<file path="config.mk">
export PLATFORM = sky130hd
export DESIGN_NAME = copy_back_limit_table_flat
export DESIGN_NICKNAME = d
export VERILOG_FILES = /design/src/design/cblt_pkg.sv /design/src/design/cblt_if.sv /design/src/design/cblt_ctrl.sv /design/src/design/cblt_datapath.sv /design/src/design/copy_back_limit_table.sv /design/src/flat_wrapper.sv
export SDC_FILE = /design/constraint.sdc
export NUM_CORES = 1
export LEC_CHECK = 0
export BUFFER_PORTS_ARGS = -buffer_cell sky130_fd_sc_hd__clkbuf_2
export CAP_MARGIN = 20
export CORE_UTILIZATION = 55
export DETAILED_ROUTE_END_ITERATION = 12
export PLACE_DENSITY = 0.71
export SKIP_LAST_GASP = 1
export SYNTH_ARGS = -nofsm -noshare
export SYNTH_HDL_FRONTEND = slang
export SYNTH_SLANG_ARGS = --single-unit
</file>
<file path="constraint.sdc">
create_clock -name clk -period 4.8 [get_ports clk]
set_input_delay 0.48 -clock clk [delete_from_list [all_inputs] [get_ports clk]]
set_output_delay 0.48 -clock clk [all_outputs]
set_load 0.01 [all_outputs]
</file>
<file path="src/design/cblt_pkg.sv">
// Package for the copy-back limit table.
// Holds widths, register indexes and controller/datapath command and status types.
// No dependencies.
package cblt_pkg;

	// default table size
	localparam int DEFAULT_CAPACITY = 16;

	// field widths
	localparam int ADDR_W    = 32;
	localparam int COUNT_W   = 8;
	localparam int USED_W    = 5;
	localparam int CFG_IDX_W = 1;
	localparam int CFG_DAT_W = 8;

	// configuration register indexes
	typedef enum logic [CFG_IDX_W-1:0] {
		REG_MAX_REPEATS = 1'b0,
		REG_MAX_ENTRIES = 1'b1
	} cfg_reg_t;

	// item operation codes
	typedef enum logic {
		OP_COPY_BACK = 1'b0,
		OP_ECC_CLEAR = 1'b1
	} op_t;

	// controller to datapath
	typedef struct packed {
		logic load;    // capture the incoming request, restart the scan
		logic scan;    // issue the read of the current entry
		logic commit;  // update the table and register the result
	} cblt_cmd_t;

	// datapath to controller
	typedef struct packed {
		logic scan_last;  // current scan index is the last entry
		logic out_busy;   // result register holds a result that is not being taken
	} cblt_status_t;

endpackage

</file>
<file path="src/design/cblt_if.sv">
// Valid/ready channel interfaces for the copy-back limit table.
// Request, response and configuration write channels.
// Depends on cblt_pkg.
interface cblt_in_if import cblt_pkg::*; ();
	logic              valid;
	logic              ready;
	logic              op;
	logic [ADDR_W-1:0] page_address;

	modport source (output valid, output op, output page_address, input ready);
	modport sink   (input valid, input op, input page_address, output ready);
endinterface

interface cblt_out_if import cblt_pkg::*; ();
	logic               valid;
	logic               ready;
	logic               allowed;
	logic [COUNT_W-1:0] repeat_count;
	logic [USED_W-1:0]  entries_used;

	modport source (output valid, output allowed, output repeat_count, output entries_used,
		input ready);
	modport sink   (input valid, input allowed, input repeat_count, input entries_used,
		output ready);
endinterface

interface cblt_cfg_if import cblt_pkg::*; ();
	logic                 valid;
	logic                 ready;
	logic [CFG_IDX_W-1:0] index;
	logic [CFG_DAT_W-1:0] data;

	modport source (output valid, output index, output data, input ready);
	modport sink   (input valid, input index, input data, output ready);
endinterface

</file>
<file path="src/design/cblt_ctrl.sv">
// Controller state machine of the copy-back limit table.
// Sequences accept, entry scan, flush and commit; drives request ready.
// Depends on cblt_pkg.
module cblt_ctrl import cblt_pkg::*; (
	input  logic         clk,
	input  logic         arst_n,
	input  logic         in_valid,
	output logic         in_ready,
	input  cblt_status_t status,
	output cblt_cmd_t    cmd
);

	typedef enum logic [3:0] {
		S_IDLE   = 4'b0001,
		S_SCAN   = 4'b0010,
		S_FLUSH  = 4'b0100,
		S_DECIDE = 4'b1000
	} state_t;

	state_t state_q, state_d;

	// next state and commands
	always_comb begin
		state_d    = state_q;
		cmd.load   = 1'b0;
		cmd.scan   = 1'b0;
		cmd.commit = 1'b0;
		in_ready   = 1'b0;
		case (state_q)
			S_IDLE: begin
				in_ready = 1'b1;
				if (in_valid) begin
					cmd.load = 1'b1;
					state_d  = S_SCAN;
				end
			end
			S_SCAN: begin
				cmd.scan = 1'b1;
				if (status.scan_last) begin
					state_d = S_FLUSH;
				end
			end
			S_FLUSH: begin
				// last read compares during this cycle
				state_d = S_DECIDE;
			end
			S_DECIDE: begin
				if (!status.out_busy) begin
					cmd.commit = 1'b1;
					state_d    = S_IDLE;
				end
			end
			default: begin
				state_d = S_IDLE;
			end
		endcase
	end

	// state register
	always_ff @(posedge clk or negedge arst_n) begin
		if (!arst_n) begin
			state_q <= S_IDLE;
		end else begin
			state_q <= state_d;
		end
	end

endmodule

</file>
<file path="src/design/cblt_datapath.sv">
// Datapath of the copy-back limit table.
// Entry memories, valid bits, scan compare, occupancy, config and result registers.
// Depends on cblt_pkg and cblt_if.
module cblt_datapath import cblt_pkg::*; #(
	parameter int CAPACITY = DEFAULT_CAPACITY
) (
	input  logic          clk,
	input  logic          arst_n,
	cblt_cfg_if.sink      cfg,
	input  logic          in_op,
	input  logic [ADDR_W-1:0] in_addr,
	cblt_out_if.source    rsp,
	input  cblt_cmd_t     cmd,
	output cblt_status_t  status
);

	localparam int IW = (CAPACITY > 1) ? $clog2(CAPACITY) : 1;
	localparam int CW = $clog2(CAPACITY + 1);
	localparam int LW = ((CW > USED_W) ? CW : USED_W) + 1;

	// configuration registers
	logic [COUNT_W-1:0] max_repeats_q;
	logic [USED_W-1:0]  max_entries_q;

	// table storage
	logic [ADDR_W-1:0]  addr_mem [CAPACITY];
	logic [COUNT_W-1:0] cnt_mem  [CAPACITY];
	logic [CAPACITY-1:0] valid_q;
	logic [CW-1:0]      used_q;

	// captured request and scan state
	logic               op_q;
	logic [ADDR_W-1:0]  key_q;
	logic [CW-1:0]      scan_idx_q;
	logic               rd_en_s1;
	logic               rd_vld_s1;
	logic [IW-1:0]      rd_idx_s1;
	logic [ADDR_W-1:0]  rd_addr_s1;
	logic [COUNT_W-1:0] rd_cnt_s1;
	logic               hit_q;
	logic [IW-1:0]      hit_idx_q;
	logic [COUNT_W-1:0] hit_cnt_q;
	logic               free_q;
	logic [IW-1:0]      free_idx_q;

	// result register
	logic               out_valid_q;
	logic               out_allowed_q;
	logic [COUNT_W-1:0] out_count_q;
	logic [USED_W-1:0]  out_used_q;

	// decision signals
	logic [LW-1:0]      limit;
	logic               enabled;
	logic               do_clear;
	logic               do_incr;
	logic               do_insert;
	logic               allowed_d;
	logic [COUNT_W-1:0] count_d;
	logic [CW-1:0]      used_d;

	assign cfg.ready = 1'b1;

	// configuration writes
	always_ff @(posedge clk or negedge arst_n) begin
		if (!arst_n) begin
			max_repeats_q <= '0;
			max_entries_q <= '0;
		end else if (cfg.valid) begin
			case (cfg_reg_t'(cfg.index))
				REG_MAX_REPEATS: max_repeats_q <= cfg.data;
				REG_MAX_ENTRIES: max_entries_q <= cfg.data[USED_W-1:0];
				default: ;
			endcase
		end
	end

	// decision for the committed request
	always_comb begin
		limit = (LW'(max_entries_q) > LW'(CAPACITY)) ? LW'(CAPACITY) : LW'(max_entries_q);
		enabled   = (max_repeats_q != '0) && (limit != '0);
		do_clear  = 1'b0;
		do_incr   = 1'b0;
		do_insert = 1'b0;
		allowed_d = 1'b0;
		count_d   = '0;
		used_d    = used_q;
		if (op_t'(op_q) == OP_ECC_CLEAR) begin
			if (hit_q) begin
				do_clear = 1'b1;
				used_d   = used_q - CW'(1);
			end
		end else if (enabled) begin
			if (hit_q) begin
				count_d = hit_cnt_q;
				if (hit_cnt_q < max_repeats_q) begin
					do_incr   = 1'b1;
					allowed_d = 1'b1;
					count_d   = hit_cnt_q + COUNT_W'(1);
				end
			end else if ((LW'(used_q) < limit) && free_q) begin
				do_insert = 1'b1;
				allowed_d = 1'b1;
				count_d   = COUNT_W'(1);
				used_d    = used_q + CW'(1);
			end
		end else if (hit_q) begin
			count_d = hit_cnt_q;
		end
	end

	// entry memories: registered scan read, one write port
	always_ff @(posedge clk) begin
		if (cmd.scan) begin
			rd_addr_s1 <= addr_mem[scan_idx_q[IW-1:0]];
			rd_cnt_s1  <= cnt_mem[scan_idx_q[IW-1:0]];
			rd_idx_s1  <= scan_idx_q[IW-1:0];
			rd_vld_s1  <= valid_q[scan_idx_q[IW-1:0]];
		end
		if (cmd.commit && do_insert) begin
			addr_mem[free_idx_q] <= key_q;
			cnt_mem[free_idx_q]  <= COUNT_W'(1);
		end else if (cmd.commit && do_incr) begin
			cnt_mem[hit_idx_q] <= count_d;
		end
	end

	// request capture
	always_ff @(posedge clk) begin
		if (cmd.load) begin
			op_q  <= in_op;
			key_q <= in_addr;
		end
	end

	// scan index, compare and search flags
	always_ff @(posedge clk or negedge arst_n) begin
		if (!arst_n) begin
			scan_idx_q <= '0;
			rd_en_s1   <= 1'b0;
			hit_q      <= 1'b0;
			free_q     <= 1'b0;
			hit_idx_q  <= '0;
			hit_cnt_q  <= '0;
			free_idx_q <= '0;
		end else begin
			rd_en_s1 <= cmd.scan;
			if (cmd.load) begin
				scan_idx_q <= '0;
				hit_q      <= 1'b0;
				free_q     <= 1'b0;
			end else begin
				if (cmd.scan) begin
					scan_idx_q <= scan_idx_q + CW'(1);
				end
				if (rd_en_s1) begin
					if (rd_vld_s1 && (rd_addr_s1 == key_q) && !hit_q) begin
						hit_q     <= 1'b1;
						hit_idx_q <= rd_idx_s1;
						hit_cnt_q <= rd_cnt_s1;
					end
					if (!rd_vld_s1 && !free_q) begin
						free_q     <= 1'b1;
						free_idx_q <= rd_idx_s1;
					end
				end
			end
		end
	end

	// valid bits and occupancy
	always_ff @(posedge clk or negedge arst_n) begin
		if (!arst_n) begin
			valid_q <= '0;
			used_q  <= '0;
		end else if (cmd.commit) begin
			used_q <= used_d;
			if (do_clear) begin
				valid_q[hit_idx_q] <= 1'b0;
			end else if (do_insert) begin
				valid_q[free_idx_q] <= 1'b1;
			end
		end
	end

	// result register
	always_ff @(posedge clk or negedge arst_n) begin
		if (!arst_n) begin
			out_valid_q <= 1'b0;
		end else if (cmd.commit) begin
			out_valid_q <= 1'b1;
		end else if (rsp.ready) begin
			out_valid_q <= 1'b0;
		end
	end

	always_ff @(posedge clk) begin
		if (cmd.commit) begin
			out_allowed_q <= allowed_d;
			out_count_q   <= count_d;
			out_used_q    <= USED_W'(used_d);
		end
	end

	assign rsp.valid        = out_valid_q;
	assign rsp.allowed      = out_allowed_q;
	assign rsp.repeat_count = out_count_q;
	assign rsp.entries_used = out_used_q;

	assign status.scan_last = (scan_idx_q == CW'(CAPACITY - 1));
	assign status.out_busy  = out_valid_q && !rsp.ready;

endmodule

</file>
<file path="src/design/copy_back_limit_table.sv">
// Top level of the copy-back limit table.
// Instantiates the controller and the datapath.
// Depends on cblt_pkg, cblt_if, cblt_ctrl and cblt_datapath.
//
// Usage:
//   req  : request channel; op 0 asks for a copy-back of page_address (recorded
//          when allowed), op 1 reports an ECC check and removes the address.
//   rsp  : one response per request: allowed, repeat_count, entries_used.
//   cfg  : register writes, index 0 max_repeats, index 1 max_entries; always ready.
//          Write only while no request is in flight.
// Sequence:
//   A request is accepted in the idle state, then the table is scanned one entry
//   per cycle through the registered memory read, then comes the flush state,
//   and then the decide state, which commits. The response is registered at the
//   commit; a new request is taken only after the return to the idle state.
// Reset: clears the valid bits at once (table empty) and both limit registers.
// Stall: the response register holds while rsp.ready is low; the next request is
//   still accepted and scanned, and waits at commit until the response is taken.
module copy_back_limit_table import cblt_pkg::*; #(
	parameter int CAPACITY = DEFAULT_CAPACITY
) (
	input  logic       clk,
	input  logic       arst_n,
	cblt_cfg_if.sink   cfg,
	cblt_in_if.sink    req,
	cblt_out_if.source rsp
);

	cblt_cmd_t    cmd;
	cblt_status_t status;

	cblt_ctrl u_ctrl (
		.clk      (clk),
		.arst_n   (arst_n),
		.in_valid (req.valid),
		.in_ready (req.ready),
		.status   (status),
		.cmd      (cmd)
	);

	cblt_datapath #(
		.CAPACITY (CAPACITY)
	) u_datapath (
		.clk     (clk),
		.arst_n  (arst_n),
		.cfg     (cfg),
		.in_op   (req.op),
		.in_addr (req.page_address),
		.rsp     (rsp),
		.cmd     (cmd),
		.status  (status)
	);

endmodule

</file>
<file path="src/flat_wrapper.sv">
// flat-port wrapper written by rule: the top's interface ports become plain ports
module copy_back_limit_table_flat import cblt_pkg::*;
#(
	parameter int CAPACITY = DEFAULT_CAPACITY
)
  (clk, arst_n, cfg_valid, cfg_index, cfg_data, cfg_ready, req_valid, req_op, req_page_address, req_ready, rsp_valid, rsp_allowed, rsp_repeat_count, rsp_entries_used, rsp_ready);
  cblt_cfg_if cfg_i ();
  cblt_in_if req_i ();
  cblt_out_if rsp_i ();
  input  logic clk;
  input  logic arst_n;
  input wire logic [$bits(cfg_i.valid)-1:0] cfg_valid;
  input wire logic [$bits(cfg_i.index)-1:0] cfg_index;
  input wire logic [$bits(cfg_i.data)-1:0] cfg_data;
  output wire logic [$bits(cfg_i.ready)-1:0] cfg_ready;
  input wire logic [$bits(req_i.valid)-1:0] req_valid;
  input wire logic [$bits(req_i.op)-1:0] req_op;
  input wire logic [$bits(req_i.page_address)-1:0] req_page_address;
  output wire logic [$bits(req_i.ready)-1:0] req_ready;
  output wire logic [$bits(rsp_i.valid)-1:0] rsp_valid;
  output wire logic [$bits(rsp_i.allowed)-1:0] rsp_allowed;
  output wire logic [$bits(rsp_i.repeat_count)-1:0] rsp_repeat_count;
  output wire logic [$bits(rsp_i.entries_used)-1:0] rsp_entries_used;
  input wire logic [$bits(rsp_i.ready)-1:0] rsp_ready;
  assign cfg_i.valid = cfg_valid;
  assign cfg_i.index = cfg_index;
  assign cfg_i.data = cfg_data;
  assign cfg_ready = cfg_i.ready;
  assign req_i.valid = req_valid;
  assign req_i.op = req_op;
  assign req_i.page_address = req_page_address;
  assign req_ready = req_i.ready;
  assign rsp_valid = rsp_i.valid;
  assign rsp_allowed = rsp_i.allowed;
  assign rsp_repeat_count = rsp_i.repeat_count;
  assign rsp_entries_used = rsp_i.entries_used;
  assign rsp_i.ready = rsp_ready;
  copy_back_limit_table #(.CAPACITY(CAPACITY)) u_core (.clk(clk), .arst_n(arst_n), .cfg(cfg_i), .req(req_i), .rsp(rsp_i));
endmodule
</file>
==> Word-level counts from Yosys, hierarchy flattened <==
Memories as Yosys holds them, arrays and structs flattened. A register that Yosys moved wholly into a read port is not among the register bits.
Cells that the tools add are included.
{ "totals": {"ram_bits": 640, "word_cells": 140, "latch_bits": 0, "n_memories": 2, "romBits": 0, "inputBits": 47, "out_inout_bits": 17, "regBits": 115} }
{ "classes": {"n_mul": 0, "magnitude_cmp": 8, "reduce_logical": 32, "mux": 59, "bitwise_logic": 6, "n_eq_ne": 9, "div": 0, "shifts": 0, "addsub": 4} }
{ "mem_list": {"columns": ["name", "words", "word_bits", "rd", "rd_clocked_by_memory_dff", "wr", "line", "source"], "rows": [
  ["u_core.u_datapath.addr_mem", 16, 32, 1, 1, 1, "cblt_datapath.sv:26", "logic [ADDR_W-1:0] addr_mem [CAPACITY];"],
  ["u_core.u_datapath.cnt_mem", 16, 8, 1, 1, 1, "cblt_datapath.sv:27", "logic [COUNT_W-1:0] cnt_mem [CAPACITY];"]
]} }
{ "ops": {"columns": ["op", "n"], "rows": [
  ["2-to-1 mux 8 bit", 6],
  ["2-to-1 mux 5 bit", 8],
  ["2-to-1 mux 1 bit", 35],
  ["equality test 32 bit", 1],
  ["2-to-1 mux 16 bit", 2],
  ["AND 16 bit", 1],
  ["2-to-1 mux 4 bit", 4],
  ["NOT 16 bit", 1],
  ["OR 16 bit", 1],
  ["case mux 4 bit (4 select lines)", 1],
  ["< comparator 4 x 5 -> 1 bit (second input constant)", 3],
  ["nonzero test 2 bit", 6],
  ["adder 5 x 1 -> 5 bit (second input constant)", 2],
  ["logical AND 1 bit", 10],
  ["AND reduction 2 bit", 5],
  ["AND reduction 3 bit", 3],
  ["adder 8 x 1 -> 8 bit (second input constant)", 1],
  ["demux 1 bit (select 4 bit)", 2],
  [">= comparator 4 x 1 -> 1 bit (second input constant)", 2],
  ["< comparator 8 bit", 1],
  ["nonzero test 8 bit", 1],
  ["OR reduction 8 bit", 1],
  ["nonzero test 6 bit", 1],
  ["equality test 5 x 4 -> 1 bit (second input constant)", 1],
  ["other kinds (13)", 19]
]} }

==> Longest topological paths before layout <==
{ "logic_depth": {"depth_word": 13, "ltp_mapped": 9, "ltp_nobuf": 8} }

==> Modules after synthesis <==
Synthesis repeated with hierarchy kept, for this count alone.
{ "unflattened": {"cells_unflattened": 1425, "hier_area_um2": 30883.4} }
{ "by_module_without_submodules": {"columns": ["module", "n_inst", "seq_area_each_um2", "area_each_um2", "cells_each"], "rows": [
  ["cblt_datapath", 1, 23457.5, 30654.4, 1402],
  ["cblt_ctrl", 1, 101.3, 229.0, 23]
]} }

==> Worst setup path before layout <==
Ideal clock, no wire load.
{ "synth_path": {"path_type": "register to register", "startpoint": "reg u_core.u_datapath.max_entries_q[4]", "endpoint": "mem u_core.u_datapath.addr_mem[13][0] (enable)", "slack_ns": 1.034, "path_buffers": 1, "setup_time_ns": 0.421, "required_time_ns": 4.379, "path_stages_with_launch": 10, "arrival_time_ns": 3.344, "period_less_slack_ns": 3.766, "cell_sequence": "dfrtp_1 -> inv_1 -> nand2_1 -> ha_1 -> nor4b_1 -> o21bai_1 -> a21oi_1 -> clkbuf_1 -> o21ai_0 -> nor2_1"} }
{ "synth_via": {"elab_chain_len": 11, "elab_cells_between_ends": 13, "cone_classes": "order compare (2); mux (7); reduce/logical (4)"} }
{ "synth_lines": {"columns": ["item", "line", "source"], "rows": [
  ["from (decl)", "cblt_datapath.sv:23", "logic [USED_W-1:0] max_entries_q;"],
  ["from (signal assigned)", "cblt_datapath.sv:72", "REG_MAX_ENTRIES: max_entries_q <= cfg.data[USED_W-1:0];"],
  ["> comparator 5 bit", "cblt_datapath.sv:80", "limit = (LW'(max_entries_q) > LW'(CAPACITY)) ? LW'(CAPACITY) : LW'(max_entries_q);"],
  ["2-to-1 mux 5 bit (*)", "cblt_datapath.sv:80", null],
  ["< comparator 5 bit", "cblt_datapath.sv:101", "end else if ((LW'(used_q) < limit) && free_q) begin"],
  ["logical AND 1 bit", "cblt_datapath.sv:101", null],
  ["2-to-1 mux 1 bit", "cblt_datapath.sv:101", null],
  ["2-to-1 mux 1 bit", "cblt_datapath.sv:94", "if (hit_q) begin"],
  ["2-to-1 mux 1 bit (*)", "cblt_datapath.sv:93", "end else if (enabled) begin"],
  ["2-to-1 mux 1 bit (*)", "cblt_datapath.sv:88", "if (op_t'(op_q) == OP_ECC_CLEAR) begin"],
  ["logical AND 1 bit (*)", "cblt_datapath.sv:120", "if (cmd.commit && do_insert) begin"],
  ["2-to-1 mux 1 bit (*)", "cblt_datapath.sv:120", null],
  ["2-to-1 mux 1 bit (implied by the code) (*)", "cblt_datapath.sv:121", "addr_mem[free_idx_q] <= key_q;"],
  ["to (decl)", "cblt_datapath.sv:26", null]
]} }
Mark *: on every way between the ends. The rest lies on a longest branch, timed or not.

==> Worst setup path after layout <==
{ "layout_path": {"startpoint": "reg u_core.u_datapath.hit_cnt_q[2]", "endpoint": "mem u_core.u_datapath.cnt_mem[2][5] (enable)"} }
{ "layout_via": {"elab_chain_len": 11, "elab_cells_between_ends": 12, "cone_classes": "order compare (1); mux (9); reduce/logical (2)"} }
{ "layout_lines": {"columns": ["item", "line", "source"], "rows": [
  ["from (decl)", "cblt_datapath.sv:42", "logic [COUNT_W-1:0] hit_cnt_q;"],
  ["from (signal assigned)", "cblt_datapath.sv:160", "hit_cnt_q <= rd_cnt_s1;"],
  ["< comparator 8 bit (*)", "cblt_datapath.sv:96", "if (hit_cnt_q < max_repeats_q) begin"],
  ["2-to-1 mux 1 bit (*)", "cblt_datapath.sv:96", null],
  ["2-to-1 mux 1 bit (*)", "cblt_datapath.sv:94", null],
  ["2-to-1 mux 1 bit (*)", "cblt_datapath.sv:93", null],
  ["2-to-1 mux 1 bit (*)", "cblt_datapath.sv:88", null],
  ["logical AND 1 bit (*)", "cblt_datapath.sv:123", "end else if (cmd.commit && do_incr) begin"],
  ["2-to-1 mux 1 bit (*)", "cblt_datapath.sv:123", null],
  ["2-to-1 mux 1 bit (*)", "cblt_datapath.sv:120", null],
  ["2-to-1 mux 1 bit (implied by the code) (*)", "cblt_datapath.sv:124", "cnt_mem[hit_idx_q] <= count_d;"],
  ["OR reduction 8 bit (no line)", null, null],
  ["2-to-1 mux 4 bit (no line) or 2-to-1 mux 1 bit (tied branches)", null, null],
  ["to (decl)", "cblt_datapath.sv:27", null]
]} }
Marked as above.

==> impl_results.md <==
* Sink Count at 795
* CTS Hold Bufs at 0
* Worst reg2reg path endpoint: u_core.u_datapath.cnt_mem[2][5]
* Deepest clock path buffer count at 3
* Synthesized area per cell at approximately 21 sq um
* Multi-input gate area at 0.00706 sq mm
* Post-synth EDFFs at about 730
* TritonCTS buffer count at between 80 and 90
* Cell count after synthesis at 1458
* Worst Path Arrival at 3.92 ns
* Worst path bufs/invs at 0
* Vias per cell at 6.19
* R2R cell count at 6
* Area delta synth->final at 12.8%
* Pre-antenna DRT Iters at 5
* Detailed-route DRC error count at 0
* Max cap viols at 0
* Fin nets at 1641
* Setup ws final at 1.11 ns
* Synth unique cells at 58
* Count of final max-slew check failures at 0
* Vias in the first global route at 15300
* I/O Pins at 64
* Post-CTS Resized at 0
* Post-Route WL at 63600 um
* Syn Nets at 1521
* Critical Path End Type: flop
* Grt total ovfl at 0
* Outcome: completed
* Worst-Skew Late Latency at 0.62 ns
* Seq/Total Area, Yosys at between 70% and 80%
* Clk slew on worst S/H paths at approximately 0.06 ns
* Async S/R FF share, synth at 7.92%
* Non-Filler Instances at around 2400
* Tightest Pin Transition at 1.10 ns
* Diodes inserted at 0
* Max stage delay cell, worst path: a21oi_1
* Die Ht at 239 um
* Hold crit path type: in2reg
* Yosys reg bits at 795
* Sequential cell area at between 0.02 and 0.025 sq mm
* Critical path, cell by cell: ha_1, a211oi_1, o21ai_0, a2111oi_2, nand2_1, a21oi_1
* Top achievable clock speed at between 200 and 300 MHz
* DR WL/cell at 26.6 um
* Detailed-placement wirelength estimate at 36700 um
* CP Data Required Time at 5.03 ns
* CTS Root Cell: clkbuf_16
* I/O Buffers at 62
* Slew HR at 26.6%
* Max IR drop VDD at 0.280 mV
* Worst r2r src: u_core.u_datapath.hit_cnt_q[2]
* WS Path Type: reg2reg
* CTS H-tree depth at 3
* Cell family with most CP delay: compound AO/OA/AOI/OAI gates
* Fill count at between 3000 and 4000
* Commonest non-fill, non-tap cells in the layout: 732 x edfxtp_1, 205 x mux4_2, 83 x clkbuf_16, 61 x clkbuf_2, 58 x dfrtp_1
* Post-CTS Setup Inserts at 0
* Commonest non-fill, non-tap cell in the layout: edfxtp_1
* Vias at around 15000
* Final cycle utilization of the critical path at 76.9%
* Fin util at 63.1%
* RSZ-0062 raised after global routing: no
* Hold Path Depth at 1
* Hold Crit Start: req_page_address[23]
* Post-route cell area at 0.0350 sq mm
* Final-report setup violation count at 0
* Hold EP: u_core.u_datapath.key_q[23]
* Share of cells above drive strength 1 at 28.8%
* Die area at 0.0573 sq mm
* Largest net degree at the start of global routing at 75
* Post-DRT Antenna Nets at 0
* Top_reg_cell synth: edfxtp_1
* Row count at 86
* Gpl congestion at 0.868
* Area of the mapped netlist at between 0.03 and 0.04 sq mm
* Total Power at 16.8 mW
* Placed Instances at 2242
* CP Launch Type: flop
* Period minus WS final at 3.69 ns
* Die Wd at about 240 um
* Pre-CTS WS at about 1.1 ns
* CTS tree: built
* Crit-path max FO at 8
* Core footprint at between 0.05 and 0.06 sq mm
* Clock skew at 0.0228 ns
* Setup TNS at 0 ns
* Dpl cell area at 0.0323 sq mm
* Initial Utilization at 55.9%
* CP peak stage delay at 0.92 ns
* Iteration-0 DRC count of the detailed router at 1380
* GRT Overall Usage at 23.2%
* First-pass GRT wire length at 96400 um
* Pwr dens at approximately 480 mW/mm^2
* Initial antenna violation count at 1
* Total leakage power at 11.1 nW
* Fin. Hold Viols at 0
* FF-to-FF setup slack at 1.11 ns
* Yosys warns at 0
* Hold Slack at 0.0359 ns
[worst reg2reg max path, cell delays in order, from the launching register on]
cell       delay [ns]
dfrtp_1          0.46
ha_1             0.33
a211oi_1         0.19
o21ai_0          0.29
a2111oi_2        0.83
nand2_1          0.28
a21oi_1          0.92
[sequential cells by signal, indices dropped and copies added, names as in the netlist, 5 cells and up]
register	count
u_core.u_datapath.max_repeats_q	8
u_core.u_datapath.rd_addr_s1	32
u_core.u_datapath.addr_mem	512
u_core.u_datapath.scan_idx_q	5
u_core.u_datapath.max_entries_q	5
u_core.u_datapath.key_q	32
u_core.u_datapath.rsp.entries_used	5
u_core.u_datapath.used_q	5
u_core.u_datapath.rd_cnt_s1	8
u_core.u_datapath.valid_q	16
u_core.u_datapath.rsp.repeat_count	8
u_core.u_datapath.hit_cnt_q	8
u_core.u_datapath.cnt_mem	128
[area by class of cell]
| cell class | instances | share of cell area [%] |
|---|---|---|
| Sequential cell | 795 | 67.4 |
| Clock buffer | 96 | 6.08 |
| Inverter | 35 | 0.376 |
| Timing Repair Buffer | 96 | 1.89 |
| Multi-Input combinational cell | 569 | 20.2 |
| Tap cell | 748 | 2.68 |
| Clock inverter | 54 | 1.36 |
[cell families (layout without fill, tap and decap cells)]
logic type                 Yosys count  in the layout  share of synthesized area (%)
AOI/OAI and AO/OA                  113            113                           2.30
xor gates and xnor gates            43             43                           1.22
adders and majority gates           16             16                          0.646
buffers and inverters               94            281                           1.25
DFF                                795            795                           76.0
muxes                              231            231                           15.8
other                                1              1                         0.0121
and+or+nand+nor                    165            165                           2.71
[per-layer routing]
metal  GRT usage, %  vias to the layer above  share of wire, %
met5              0                        -                 0
met1           32.9                     7927                42
met2           37.8                      513                50
li1               -                     6275                 -
met4           6.04                        0               2.2
met3           3.93                      100               5.8
[Yosys cell counts, types with 3 or more instances]
master     number  area, sq um
edfxtp_1      732        22000
mux4_2        205         4620
dfrtp_1        62         1550
nand2_1        50          188
o21ai_0        37          185
clkbuf_1       32          120
inv_1          32          120
nor2_1         32          120
xor2_1         30          263
a21oi_1        27          135
mux2_2         22          248
buf_2          18         90.1
ha_1           16          200
nand3_1        14         70.1
xnor2_1        13          114
nor2b_1        12         75.1
nor4_1         12         75.1
nand2b_1       11         68.8
o211ai_1       11         82.6
nor3_1          8         40.0
buf_1           7         26.3
a31oi_1         5         31.3
nand4_1         5         31.3
a22oi_1         4         30.0
and2_1          4         25.0
and3_1          4         25.0
mux2i_1         4         40.0
o2111ai_1       4         35.0
o22ai_1         4         25.0
a2111oi_0       3         26.3
a221o_1         3         30.0
[worst max path at each step]
stage | from | to | slack, ns | cells after the start
2_1_floorplan | u_core.u_datapath.max_entries_q[4] | u_core.u_datapath.addr_mem[13][0] | 1.03 | 9
3_5_place_dp | u_core.u_datapath.hit_cnt_q[2] | u_core.u_datapath.cnt_mem[2][7] | 1.10 | 6
5_1_grt | u_core.u_datapath.hit_cnt_q[2] | u_core.u_datapath.cnt_mem[2][3] | 0.85 | 6
6_report | u_core.u_datapath.hit_cnt_q[2] | u_core.u_datapath.cnt_mem[2][5] | 1.11 | 6
4_1_cts | u_core.u_datapath.hit_cnt_q[2] | u_core.u_datapath.cnt_mem[2][5] | 1.08 | 6
3_3_place_gp | u_core.u_datapath.hit_cnt_q[2] | u_core.u_datapath.cnt_mem[2][0] | 1.27 | 6
[power breakdown]
part	switching, mW	internal (mW)
clock network	2.60	3.56
logic	1.03	1.07
registers	0.472	8.04
No activity file was read; power rests on OpenSTA's default activity.
